$ cat config.mk
export PLATFORM = sky130hd
export DESIGN_NAME = date_period_overlap_days_flat
export DESIGN_NICKNAME = d
export VERILOG_FILES = /design/src/design/dpod_pkg.sv /design/src/design/dpod_if.sv /design/src/design/date_period_overlap_days.sv /design/src/flat_wrapper.sv
export SDC_FILE = /design/constraint.sdc
export NUM_CORES = 1
export LEC_CHECK = 0
export BUFFER_PORTS_ARGS = -buffer_cell sky130_fd_sc_hd__clkbuf_2
export CORE_MARGIN = 10
export CORE_UTILIZATION = 40
export DETAILED_ROUTE_END_ITERATION = 8
export SLEW_MARGIN = 20
export SYNTH_ARGS = -nofsm -noshare
export SYNTH_HDL_FRONTEND = slang
export SYNTH_SLANG_ARGS = --single-unit
$ cat constraint.sdc
create_clock -name clk_i -period 9.5 [get_ports clk_i]
set_input_delay 2.375 -clock clk_i [delete_from_list [all_inputs] [get_ports clk_i]]
set_output_delay 2.375 -clock clk_i [all_outputs]
set_load 0.01 [all_outputs]
$ cat src/design/dpod_pkg.sv
// Package for the date period overlap block: field widths, the date record,
// the sequencer states and the calendar tables. Depends on nothing.
package dpod_pkg;

  localparam int unsigned DayW    = 5;
  localparam int unsigned MonthW  = 4;
  localparam int unsigned YearW   = 14;
  localparam int unsigned CountW  = 22;
  localparam int unsigned SerialW = 22;

  // Four dates per transaction: A start, A end, B start, B end.
  localparam int unsigned DateCount = 4;
  localparam int unsigned DateIdxW  = $clog2(DateCount);

  localparam logic [YearW-1:0]  YearMin  = YearW'(1);
  localparam logic [YearW-1:0]  YearMax  = YearW'(9999);
  localparam logic [MonthW-1:0] MonthMin = MonthW'(1);
  localparam logic [MonthW-1:0] MonthMax = MonthW'(12);
  localparam logic [MonthW-1:0] MonthFeb = MonthW'(2);
  localparam logic [DayW-1:0]   DayMin   = DayW'(1);

  // Shared multiplier operands. floor(y * 5243 / 2^19) equals y / 100 for
  // every year up to 9999.
  localparam int unsigned MulAW   = YearW;
  localparam int unsigned MulBW   = 13;
  localparam int unsigned MulPW   = MulAW + MulBW;
  localparam int unsigned RecipSh = 19;
  localparam int unsigned QuotW   = 7;
  localparam logic [MulBW-1:0] RecipHundred = MulBW'(5243);
  localparam logic [MulBW-1:0] DaysPerYear  = MulBW'(365);
  localparam logic [YearW-1:0] Hundred      = YearW'(100);

  // Small per-date correction terms fit in this width.
  localparam int unsigned PartW = 13;

  typedef struct packed {
    logic [DayW-1:0]   day;
    logic [MonthW-1:0] month;
    logic [YearW-1:0]  year;
  } date_t;

  typedef enum logic [2:0] {
    ST_IDLE,
    ST_CLAMP,
    ST_MULQ,
    ST_LEAP,
    ST_MUL365,
    ST_SUM,
    ST_CMP,
    ST_FINISH
  } dpod_state_e;

  // Days in the month; February depends on the leap flag.
  function automatic logic [DayW-1:0] month_len(input logic [MonthW-1:0] m,
                                                input logic leap);
    logic [DayW-1:0] len;
    case (m)
      4'd2:                   len = leap ? DayW'(29) : DayW'(28);
      4'd4, 4'd6, 4'd9, 4'd11: len = DayW'(30);
      default:                len = DayW'(31);
    endcase
    return len;
  endfunction

  // Days in the year before the first of the month (common year).
  function automatic logic [9:0] days_before(input logic [MonthW-1:0] m);
    logic [9:0] d;
    case (m)
      4'd2:    d = 10'd31;
      4'd3:    d = 10'd59;
      4'd4:    d = 10'd90;
      4'd5:    d = 10'd120;
      4'd6:    d = 10'd151;
      4'd7:    d = 10'd181;
      4'd8:    d = 10'd212;
      4'd9:    d = 10'd243;
      4'd10:   d = 10'd273;
      4'd11:   d = 10'd304;
      4'd12:   d = 10'd334;
      default: d = 10'd0;
    endcase
    return d;
  endfunction

endpackage

$ cat src/design/dpod_if.sv
// Handshake interfaces for the date period overlap block: the input channel
// carrying two date periods and the output channel carrying the day count.
// Depends on dpod_pkg.
interface dpod_in_if import dpod_pkg::*; ();
  logic              valid;
  logic              ready;
  logic [DayW-1:0]   a_start_day;
  logic [MonthW-1:0] a_start_month;
  logic [YearW-1:0]  a_start_year;
  logic [DayW-1:0]   a_end_day;
  logic [MonthW-1:0] a_end_month;
  logic [YearW-1:0]  a_end_year;
  logic [DayW-1:0]   b_start_day;
  logic [MonthW-1:0] b_start_month;
  logic [YearW-1:0]  b_start_year;
  logic [DayW-1:0]   b_end_day;
  logic [MonthW-1:0] b_end_month;
  logic [YearW-1:0]  b_end_year;

  modport source (
    output valid, a_start_day, a_start_month, a_start_year,
           a_end_day, a_end_month, a_end_year,
           b_start_day, b_start_month, b_start_year,
           b_end_day, b_end_month, b_end_year,
    input  ready
  );
  modport sink (
    input  valid, a_start_day, a_start_month, a_start_year,
           a_end_day, a_end_month, a_end_year,
           b_start_day, b_start_month, b_start_year,
           b_end_day, b_end_month, b_end_year,
    output ready
  );
endinterface

interface dpod_out_if import dpod_pkg::*; ();
  logic              valid;
  logic              ready;
  logic [CountW-1:0] overlap_days;

  modport source (output valid, overlap_days, input ready);
  modport sink (input valid, overlap_days, output ready);
endinterface

$ cat src/design/date_period_overlap_days.sv
// Top level of the date period overlap block: a small sequencer around one
// shared multiplier that turns four dates into serial day numbers.
// Depends on dpod_pkg and the interfaces in dpod_if.sv.
//
//   Channel | Direction | Modport | Carries
//   --------+-----------+---------+------------------------------------------
//   in_i    | in        | sink    | two periods, each a start and end date
//   out_o   | out       | source  | overlap_days, days lying in both periods
//
// Each transaction runs the five-step serial-day sequence for each of the
// four dates in turn, then one step picks the later start and earlier end,
// and one more forms the count. The shared multiplier is used twice per date.
// The input is ready only while the sequencer is idle; the result sits in an
// output register, so a new transaction may be accepted while the previous
// result still waits. Should the output still be full when a count is ready,
// the sequencer holds until it is taken. Reset is asynchronous and active
// low; it clears the sequencer and the output valid flag.
module date_period_overlap_days
  import dpod_pkg::*;
(
  input  logic           clk_i,
  input  logic           rst_ni,
  dpod_in_if.sink        in_i,
  dpod_out_if.source     out_o
);

  // Control state.
  dpod_state_e         state_q, state_d;
  logic [DateIdxW-1:0] idx_q, idx_d;
  logic                out_valid_q, out_valid_d;

  // Datapath registers.
  date_t                dates_q [DateCount];
  logic [YearW-1:0]     yy_q;
  logic [MonthW-1:0]    mm_q;
  logic [DayW-1:0]      dd_q;
  logic                 leap_q;
  logic [QuotW-1:0]     q1_q;
  logic [PartW-1:0]     part_q;
  logic [MulPW-1:0]     prod_q;
  logic [SerialW-1:0]   serial_q [DateCount];
  logic [SerialW-1:0]   lo_q, hi_q;
  logic [CountW-1:0]    out_q;

  logic accept;
  logic out_free;
  logic load_out;
  logic last_date;

  // Shared multiplier.
  logic [MulAW-1:0] mul_a;
  logic [MulBW-1:0] mul_b;
  logic [MulPW-1:0] mul_p;

  // Per-step combinational terms.
  date_t             cur;
  logic [YearW-1:0]  yy_clamp;
  logic [MonthW-1:0] mm_clamp;
  logic [YearW-1:0]  y1;
  logic [QuotW-1:0]  qy;
  logic [YearW-1:0]  rem;
  logic              leap;
  logic [DayW-1:0]   mlen;
  logic [DayW-1:0]   dd_clamp;
  logic [PartW-1:0]  part;
  logic [SerialW-1:0] lo, hi;
  logic [CountW-1:0] count;

  assign accept    = in_i.valid && in_i.ready;
  assign out_free  = !out_valid_q || out_o.ready;
  assign last_date = (idx_q == DateIdxW'(DateCount - 1));
  assign load_out  = (state_q == ST_FINISH) && out_free;

  assign in_i.ready         = (state_q == ST_IDLE);
  assign out_o.valid        = out_valid_q;
  assign out_o.overlap_days = out_q;

  // Sequencer: next state and handshake control.
  always_comb begin
    state_d     = state_q;
    idx_d       = idx_q;
    out_valid_d = out_valid_q;
    if (out_valid_q && out_o.ready) begin
      out_valid_d = 1'b0;
    end
    case (state_q)
      ST_IDLE: begin
        if (accept) begin
          state_d = ST_CLAMP;
          idx_d   = '0;
        end
      end
      ST_CLAMP:  state_d = ST_MULQ;
      ST_MULQ:   state_d = ST_LEAP;
      ST_LEAP:   state_d = ST_MUL365;
      ST_MUL365: state_d = ST_SUM;
      ST_SUM: begin
        idx_d   = idx_q + DateIdxW'(1);
        state_d = last_date ? ST_CMP : ST_CLAMP;
      end
      ST_CMP:    state_d = ST_FINISH;
      ST_FINISH: begin
        if (out_free) begin
          out_valid_d = 1'b1;
          state_d     = ST_IDLE;
        end
      end
      default:   state_d = ST_IDLE;
    endcase
  end

  always_ff @(posedge clk_i or negedge rst_ni) begin
    if (!rst_ni) begin
      state_q     <= ST_IDLE;
      idx_q       <= '0;
      out_valid_q <= 1'b0;
    end else begin
      state_q     <= state_d;
      idx_q       <= idx_d;
      out_valid_q <= out_valid_d;
    end
  end

  // The date under work, with year and month brought into range.
  assign cur      = dates_q[idx_q];
  assign yy_clamp = (cur.year < YearMin) ? YearMin :
                    (cur.year > YearMax) ? YearMax : cur.year;
  assign mm_clamp = (cur.month < MonthMin) ? MonthMin :
                    (cur.month > MonthMax) ? MonthMax : cur.month;

  // The multiplier first forms year / 100 by reciprocal, then 365 * (year - 1).
  assign y1    = yy_q - YearW'(1);
  assign mul_a = (state_q == ST_MUL365) ? y1 : yy_q;
  assign mul_b = (state_q == ST_MUL365) ? DaysPerYear : RecipHundred;
  assign mul_p = MulPW'(mul_a) * MulPW'(mul_b);

  // Leap rule from the quotient by 100: divisible by 4, and either not by
  // 100 or with a quotient that is itself divisible by 4.
  assign qy   = prod_q[RecipSh +: QuotW];
  assign rem  = yy_q - YearW'(qy) * Hundred;
  assign leap = (yy_q[1:0] == 2'b00) && ((rem != '0) || (qy[1:0] == 2'b00));
  assign mlen = month_len(mm_q, leap);
  assign dd_clamp = (dd_q < DayMin) ? DayMin : (dd_q > mlen) ? mlen : dd_q;

  // Everything but 365 * (year - 1): leap days of earlier years, days of
  // earlier months and the day of the month. (year - 1) / 100 is the
  // quotient of the year itself, less one when the year is a whole century.
  assign part = PartW'(y1 >> 2) - PartW'(q1_q) + PartW'(q1_q >> 2)
              + PartW'(days_before(mm_q))
              + PartW'(leap_q && (mm_q > MonthFeb))
              + PartW'(dd_q) - PartW'(1);

  // Later start and earlier end bound the common span.
  assign lo    = (serial_q[0] > serial_q[2]) ? serial_q[0] : serial_q[2];
  assign hi    = (serial_q[1] < serial_q[3]) ? serial_q[1] : serial_q[3];
  assign count = (lo_q <= hi_q) ? CountW'(hi_q - lo_q + SerialW'(1)) : '0;

  always_ff @(posedge clk_i) begin
    if (accept) begin
      dates_q[0] <= '{day: in_i.a_start_day, month: in_i.a_start_month,
                      year: in_i.a_start_year};
      dates_q[1] <= '{day: in_i.a_end_day, month: in_i.a_end_month,
                      year: in_i.a_end_year};
      dates_q[2] <= '{day: in_i.b_start_day, month: in_i.b_start_month,
                      year: in_i.b_start_year};
      dates_q[3] <= '{day: in_i.b_end_day, month: in_i.b_end_month,
                      year: in_i.b_end_year};
    end
    case (state_q)
      ST_CLAMP: begin
        yy_q <= yy_clamp;
        mm_q <= mm_clamp;
        dd_q <= cur.day;
      end
      ST_MULQ: begin
        prod_q <= mul_p;
      end
      ST_LEAP: begin
        leap_q <= leap;
        q1_q   <= qy - QuotW'(rem == '0);
        dd_q   <= dd_clamp;
      end
      ST_MUL365: begin
        prod_q <= mul_p;
        part_q <= part;
      end
      ST_SUM: begin
        serial_q[idx_q] <= prod_q[SerialW-1:0] + SerialW'(part_q);
      end
      ST_CMP: begin
        lo_q <= lo;
        hi_q <= hi;
      end
      default: begin
      end
    endcase
    if (load_out) begin
      out_q <= count;
    end
  end

`ifndef SYNTHESIS
  // A fresh transaction always starts with the first date.
  assert property (@(posedge clk_i) disable iff (!rst_ni)
    accept |=> (state_q == ST_CLAMP) && (idx_q == '0))
    else $error("sequencer did not start at the first date");

  // The leap flag may only be set for a year divisible by four.
  assert property (@(posedge clk_i) disable iff (!rst_ni)
    (state_q == ST_MUL365) && leap_q |-> (yy_q[1:0] == 2'b00))
    else $error("leap flag set for a year not divisible by four");

  // The last serial step hands over to the compare step.
  assert property (@(posedge clk_i) disable iff (!rst_ni)
    (state_q == ST_SUM) && last_date |=> (state_q == ST_CMP))
    else $error("compare step skipped after the fourth date");

  // A result is never dropped while it waits.
  assert property (@(posedge clk_i) disable iff (!rst_ni)
    load_out |-> out_free)
    else $error("output register overwritten while full");

  // Empty overlap yields zero.
  assert property (@(posedge clk_i) disable iff (!rst_ni)
    load_out && (lo_q > hi_q) |=> (out_q == '0))
    else $error("disjoint periods gave a nonzero count");
`endif

endmodule

$ cat src/flat_wrapper.sv
// flat-port wrapper written by rule: the top's interface ports become plain ports
module date_period_overlap_days_flat import dpod_pkg::*;
  (clk_i, rst_ni, in_i_valid, in_i_a_start_day, in_i_a_start_month, in_i_a_start_year, in_i_a_end_day, in_i_a_end_month, in_i_a_end_year, in_i_b_start_day, in_i_b_start_month, in_i_b_start_year, in_i_b_end_day, in_i_b_end_month, in_i_b_end_year, in_i_ready, out_o_valid, out_o_overlap_days, out_o_ready);
  dpod_in_if in_i_i ();
  dpod_out_if out_o_i ();
  input  logic clk_i;
  input  logic rst_ni;
  input wire logic [$bits(in_i_i.valid)-1:0] in_i_valid;
  input wire logic [$bits(in_i_i.a_start_day)-1:0] in_i_a_start_day;
  input wire logic [$bits(in_i_i.a_start_month)-1:0] in_i_a_start_month;
  input wire logic [$bits(in_i_i.a_start_year)-1:0] in_i_a_start_year;
  input wire logic [$bits(in_i_i.a_end_day)-1:0] in_i_a_end_day;
  input wire logic [$bits(in_i_i.a_end_month)-1:0] in_i_a_end_month;
  input wire logic [$bits(in_i_i.a_end_year)-1:0] in_i_a_end_year;
  input wire logic [$bits(in_i_i.b_start_day)-1:0] in_i_b_start_day;
  input wire logic [$bits(in_i_i.b_start_month)-1:0] in_i_b_start_month;
  input wire logic [$bits(in_i_i.b_start_year)-1:0] in_i_b_start_year;
  input wire logic [$bits(in_i_i.b_end_day)-1:0] in_i_b_end_day;
  input wire logic [$bits(in_i_i.b_end_month)-1:0] in_i_b_end_month;
  input wire logic [$bits(in_i_i.b_end_year)-1:0] in_i_b_end_year;
  output wire logic [$bits(in_i_i.ready)-1:0] in_i_ready;
  output wire logic [$bits(out_o_i.valid)-1:0] out_o_valid;
  output wire logic [$bits(out_o_i.overlap_days)-1:0] out_o_overlap_days;
  input wire logic [$bits(out_o_i.ready)-1:0] out_o_ready;
  assign in_i_i.valid = in_i_valid;
  assign in_i_i.a_start_day = in_i_a_start_day;
  assign in_i_i.a_start_month = in_i_a_start_month;
  assign in_i_i.a_start_year = in_i_a_start_year;
  assign in_i_i.a_end_day = in_i_a_end_day;
  assign in_i_i.a_end_month = in_i_a_end_month;
  assign in_i_i.a_end_year = in_i_a_end_year;
  assign in_i_i.b_start_day = in_i_b_start_day;
  assign in_i_i.b_start_month = in_i_b_start_month;
  assign in_i_i.b_start_year = in_i_b_start_year;
  assign in_i_i.b_end_day = in_i_b_end_day;
  assign in_i_i.b_end_month = in_i_b_end_month;
  assign in_i_i.b_end_year = in_i_b_end_year;
  assign in_i_ready = in_i_i.ready;
  assign out_o_valid = out_o_i.valid;
  assign out_o_overlap_days = out_o_i.overlap_days;
  assign out_o_i.ready = out_o_ready;
  date_period_overlap_days u_core (.clk_i(clk_i), .rst_ni(rst_ni), .in_i(in_i_i), .out_o(out_o_i));
endmodule
-- Word-level counts from Yosys, hierarchy flattened
Memory sizes are Yosys's and may differ from the RTL's.
Index checks and enable logic that the tools add are counted.
- divide/modulo/power cells: 0
- reductions and logical operators: 22
- order comparisons: 10
- bitwise operators: 0
- shifts and indexed selects: 0
- multipliers: 2
- equal/unequal tests: 16
- muxes and demuxes: 24
- add/subtract/negate cells: 13
- operators by type and width (cell ; count):
    $mux W22 ; 2
    $mux W14 ; 2
    $add A13 B5 Y13 ; 2
    $mul A14 B13 Y26 ; 1
    $pmux W3 S8 ; 1
    $add A22 B1 Y22 const B ; 1
    $add A22 B13 Y22 ; 1
    $gt A22 B22 Y1 ; 1
    $le A22 B22 Y1 ; 1
    $lt A22 B22 Y1 ; 1
    $sub A22 B22 Y22 ; 1
    $pmux W5 S2 ; 2
    $gt A14 B14 Y1 const B ; 1
    $logic_not A14 Y1 ; 1
    $lt A14 B1 Y1 const B ; 1
    $reduce_bool A14 Y1 ; 1
    $sub A14 B1 Y14 const B ; 1
    $sub A14 B14 Y14 ; 1
    $add A13 B1 Y13 ; 1
    $add A13 B10 Y13 ; 1
    $mux W13 ; 1
    $sub A12 B7 Y13 ; 1
    $sub A13 B1 Y13 const B ; 1
    $eq A3 B3 Y1 const B ; 4
    other kinds (32) ; 56
- memories kept: 3
- output and inout port bits: 24
- bits in latches: 0
- bits in registers: 142
- memory bits (writable): 180
- bits in read-only memories: 144
- memories (name ; depth ; width ; read ports ; clocked after memory_dff ; write ports ; line ; text):
    (name not given) ; 16 ; 9 ; 1 ; 0 ; 0 ; dpod_pkg.sv:68 ; case (m)
    u_core.dates_q ; 4 ; 23 ; 1 ; 0 ; 4 ; date_period_overlap_days.sv:33 ; date_t dates_q [DateCount];
    u_core.serial_q ; 4 ; 22 ; 4 ; 0 ; 1 ; date_period_overlap_days.sv:41 ; logic [SerialW-1:0] serial_q [DateCount];

-- Logic depth before layout (Yosys ltp)
- depth after elaboration: 11
- mapped depth: 26
- depth with buffers taken out: 26

-- Worst setup path after synthesis
OpenSTA, ideal clock, no wires.
- path type: register -> register
- start: reg u_core.yy_q[2]
- end: reg u_core.prod_q[25] (data pin)
- arrival time: 6.467 ns
- path slack: 2.773 ns
- required time: 9.240 ns
- stages on the path, launching flop included: 26
- path through: edfxtp_1 nor3_1 nand2_1 or3_1 or4_1 xnor2_1 nand2_1 inv_1 fa_1 inv_1 fa_1 inv_1 fa_1 inv_1 fa_1 fa_1 inv_1 ha_1 and4_1 and3_1 and3_1 o2111ai_1 a21oi_1 a2111o_1 a21oi_1 xnor2_1
- word-level cells in the longest chain between the ends: 3
- ends and longest elaborated chain (what ; line ; text):
    start, declared ; date_period_overlap_days.sv:34 ; logic [YearW-1:0] yy_q;
    start signal, assigned ; date_period_overlap_days.sv:171 ; yy_q <= yy_clamp;
    $sub A14 B1 Y14 ; date_period_overlap_days.sv:132 ; assign y1 = yy_q - YearW'(1);
    $mux W14 * ; date_period_overlap_days.sv:133 ; assign mul_a = (state_q == ST_MUL365) ? y1 : yy_q;
    $mul A14 B13 Y26 * ; date_period_overlap_days.sv:135 ; assign mul_p = MulPW'(mul_a) * MulPW'(mul_b);
    named net u_core.mul_p[25] ; date_period_overlap_days.sv:53 ; logic [MulPW-1:0] mul_p;
    end signal, assigned ; date_period_overlap_days.sv:176 ; prod_q <= mul_p;
    end signal, assigned ; date_period_overlap_days.sv:184 ; prod_q <= mul_p;
    end, declared ; date_period_overlap_days.sv:40 ; logic [MulPW-1:0] prod_q;
Mark *: on every way through the listed nets, which the timed path passes. The rest lies on a longest branch.
A chain may end at the register's enable or synchronous reset.

-- Worst setup path in the final report
- start: reg u_core.state_q[0]
- end: reg u_core.prod_q[25] (data pin)
- word-level cells in the longest chain between the ends: 3
- elaborated cells on any way between the ends: 4
- ends and longest elaborated chain (what ; line ; text):
    start, declared ; date_period_overlap_days.sv:28 ; dpod_state_e state_q, state_d;
    start signal, assigned ; date_period_overlap_days.sv:118 ; state_q <= state_d;
    $eq A3 B3 Y1 * ; date_period_overlap_days.sv:133, date_period_overlap_days.sv:134 ;
    $mux W14 or $mux W13 (tied branches) ; date_period_overlap_days.sv:133, date_period_overlap_days.sv:134 ;
    $mul A14 B13 Y26 * ; date_period_overlap_days.sv:135 ;
    named net u_core.mul_p[25] ; date_period_overlap_days.sv:53 ;
Marked as above.

==> metrics.csv <==
metric,value,unit
Post-CTS Setup Inserts,0,
Final setup violation count,0,
result of the run,finished clean,
Hold EP,u_core.out_o.valid,
worst r2r src,u_core.state_q[0],
total inserted antenna cells,0,
worst skew pair latency,0.55,ns
drt wl/cell,15.9,um
Async SR Flop Fraction,1.86,%
vias in the first global route,15100,
most numerous cell in the Yosys netlist,inv_1,
CTS tree,yes,
# port buffers,119,
leading cell types by count after synthesis,"345 x inv_1, 316 x edfxtp_1, 300 x ha_1",
r2r setup slk,2.11,ns
gr usage total,14.0,%
depth of the CTS H-tree,2,
"Slew Viols, Final",0,
CTS hold repair buffers,0,
Slew @ Worst Pin,1.14,ns
drt pass-1 iters,5,
CTS resizes,0,
Clock Tree Buf Depth,3,
"flops & latches, synth",322,
DRT antenna net count,0,
initial antenna violation count,0,
max_slew headroom,23.8,%
Worst setup EP type,register,
I/O pin count,120,
unrepaired setup endpoints after global routing,no,
worst endpoint required time,9.79,ns
"Hold Vio Cnt, Final",0,
clock root buffer master,clkbuf_16,
Mapped Area,22200,um^2
Die Width,255,um
critical path class,register to register,
area of the die,65300,um^2
largest net degree at the start of global routing,82,
Synth cell types,61,
Synth top area share,42.8,%
"CTS clk-pin slew, worst paths",0.06,ns
post-synthesis sequential area ratio,43.5,%
"EDFF count, synth",316,
synth top area cells,"edfxtp_1 43%, ha_1 17%, fa_1 9.9%, inv_1 5.8%, xnor2_1 2.5%",
DR vias,13700,
min cycle time layout,7.39,ns
yosys warns,0,
HP Start,u_core.out_o.valid,
clk sink count,322,
Core Area,55000,um^2
vias per inst,4.88,
1st-iter DRT viols,649,
"Net count, final",2530,
Syn Nets,2382,
Synth area leader,edfxtp_1,
Clock Skew,0.0153,ns
Avg Inst Size Synth,11.8,um^2
Tightest Hold Check Type,register to register,
RD Place Congestion,0.845,
post-route setup TNS,0,ns
CP Max Fanout,27,
final wirelength,44500,um
layout cells sized above 1,12.6,%
cell count after synthesis,1876,
DRC Markers,0,
Reg-to-Reg End,u_core.prod_q[25],
die height,255,um
period utilization,77.8,%
number of max-cap violations,0,
DPL Wire Length,35900,um
Worst setup SP type,register,
hold path cells,2,
Crit path arrival time,7.68,ns
Main synth FF type,edfxtp_1,
total gr overflow,0,
fmax,0.135,GHz
Initial Utilization,40.3,%
Inserted Clock Buffers,39,
Rows,86,
Register-to-Register Path Depth,24,
area grow syn2layout,12.5,%
first-pass GRT wire length,75400,um
==> worst max-delay path, cell delays in order (launching register included) <==
cell       delay, ns
dfrtp_1         0.53
nor2_1          0.16
nand2_1         0.07
buf_4           0.23
inv_1           0.58
nand2_1         0.14
xnor2_1         0.65
fa_1            0.53
inv_1           0.08
fa_1            0.41
inv_1           0.09
fa_1            0.43
fa_1            0.48
inv_1           0.05
fa_1            0.52
inv_1           0.04
ha_1            0.35
and4_1          0.27
and3_1          0.18
and3_1          0.19
o2111ai_1       0.35
a21oi_1         0.12
a2111o_1        0.40
a21oi_1         0.18
xnor2_1         0.08
==> cell families (layout without fill, tap and decap cells) <==
family                   Yosys count  count (layout)  synth area share [%]
XOR/XNOR                          98              98                  3.93
other                              1               1                0.0169
flip-flops                       322             322                  43.5
multiplexers                      54              54                  3.94
buffers and inverters            369             544                  6.26
AO/OA/AOI/OAI                    276             276                  7.99
AND/OR/NAND/NOR                  346             346                  7.54
adder cells (fa/ha/maj)          410             410                  26.9
==> how the worst max path moves through the flow <==
stage	start	to	slack, ns	cells after the start
final	u_core.state_q[0]	u_core.prod_q[25]	2.11	24
after global routing	u_core.state_q[0]	u_core.prod_q[25]	1.56	24
after CTS	u_core.state_q[0]	u_core.prod_q[25]	2.11	24
after detailed placement	u_core.state_q[0]	u_core.prod_q[25]	2.12	24
after global placement	u_core.state_q[0]	u_core.prod_q[25]	2.17	24
after floorplan	u_core.yy_q[2]	u_core.prod_q[25]	2.77	25
==> per-stage QoR <==
stage          utilization (%)  setup slack (ns)  hold slack, ns  cells  area [um^2]
2_1_floorplan                -              2.77           0.526   1876        22200
3_3_place_gp              43.2              2.17           0.515   2731        23700
3_5_place_dp              43.2              2.12           0.535   2731        23700
4_1_cts                   45.4              2.11           0.552   2799        25000
5_1_grt                   45.4              1.56           0.595   2799        25000
6_report                  45.4              2.11           0.543   2799        25000
==> registers in the layout, summed over array words and instances, names as in the netlist <==
signal and cells:
u_core.dates_q 92, u_core.serial_q 88, u_core.prod_q 26, u_core.hi_q 22, u_core.lo_q 22, u_core.out_o.overlap_days 22
u_core.yy_q 14, u_core.part_q 13, u_core.q1_q 7, u_core.dd_q 5, u_core.mm_q 4, u_core.state_q 3
u_core.idx_q 2, u_core.leap_q 1, u_core.out_o.valid 1
==> cells in the final DEF (no fill, tap or decap), types with 10 or more instances in the layout <==
master,n
nand2b_1,20
mux4_2,24
nand2_1,90
o21bai_1,13
ha_1,300
nor2_1,86
buf_4,12
o21a_1,11
and2_1,15
o21ai_0,69
nand3_1,23
a21oi_1,75
nor2b_1,20
xor2_1,34
fa_1,110
clkbuf_2,119
clkbuf_16,40
edfxtp_1,316
a211oi_1,11
a21o_1,40
nand4_1,15
inv_1,344
nor3_1,30
mux2_2,26
xnor2_1,63
and3_1,12
clkinv_2,10
a31oi_1,13
==> layout make-up <==
type / instances / area, um^2
fillers: 4992 / 30000
inverters: 345 / 1300
well taps: 748 / 936
clock buffers: 46 / 1020
multi-input cells: 1185 / 11200
clock inverters: 22 / 205
flip-flops and latches: 322 / 9640
repair buffers: 131 / 686
==> layer usage <==
layer / routed length, um / global-route usage, %
met1: 18500 / 16.1
met2: 23100 / 25.7
met3: 1790 / 2.62
met4: 1100 / 4.36
met5: 0 / 0
Power is not shown: default switching activity piles up to over one toggle a cycle in this logic, so the estimate is an artifact.
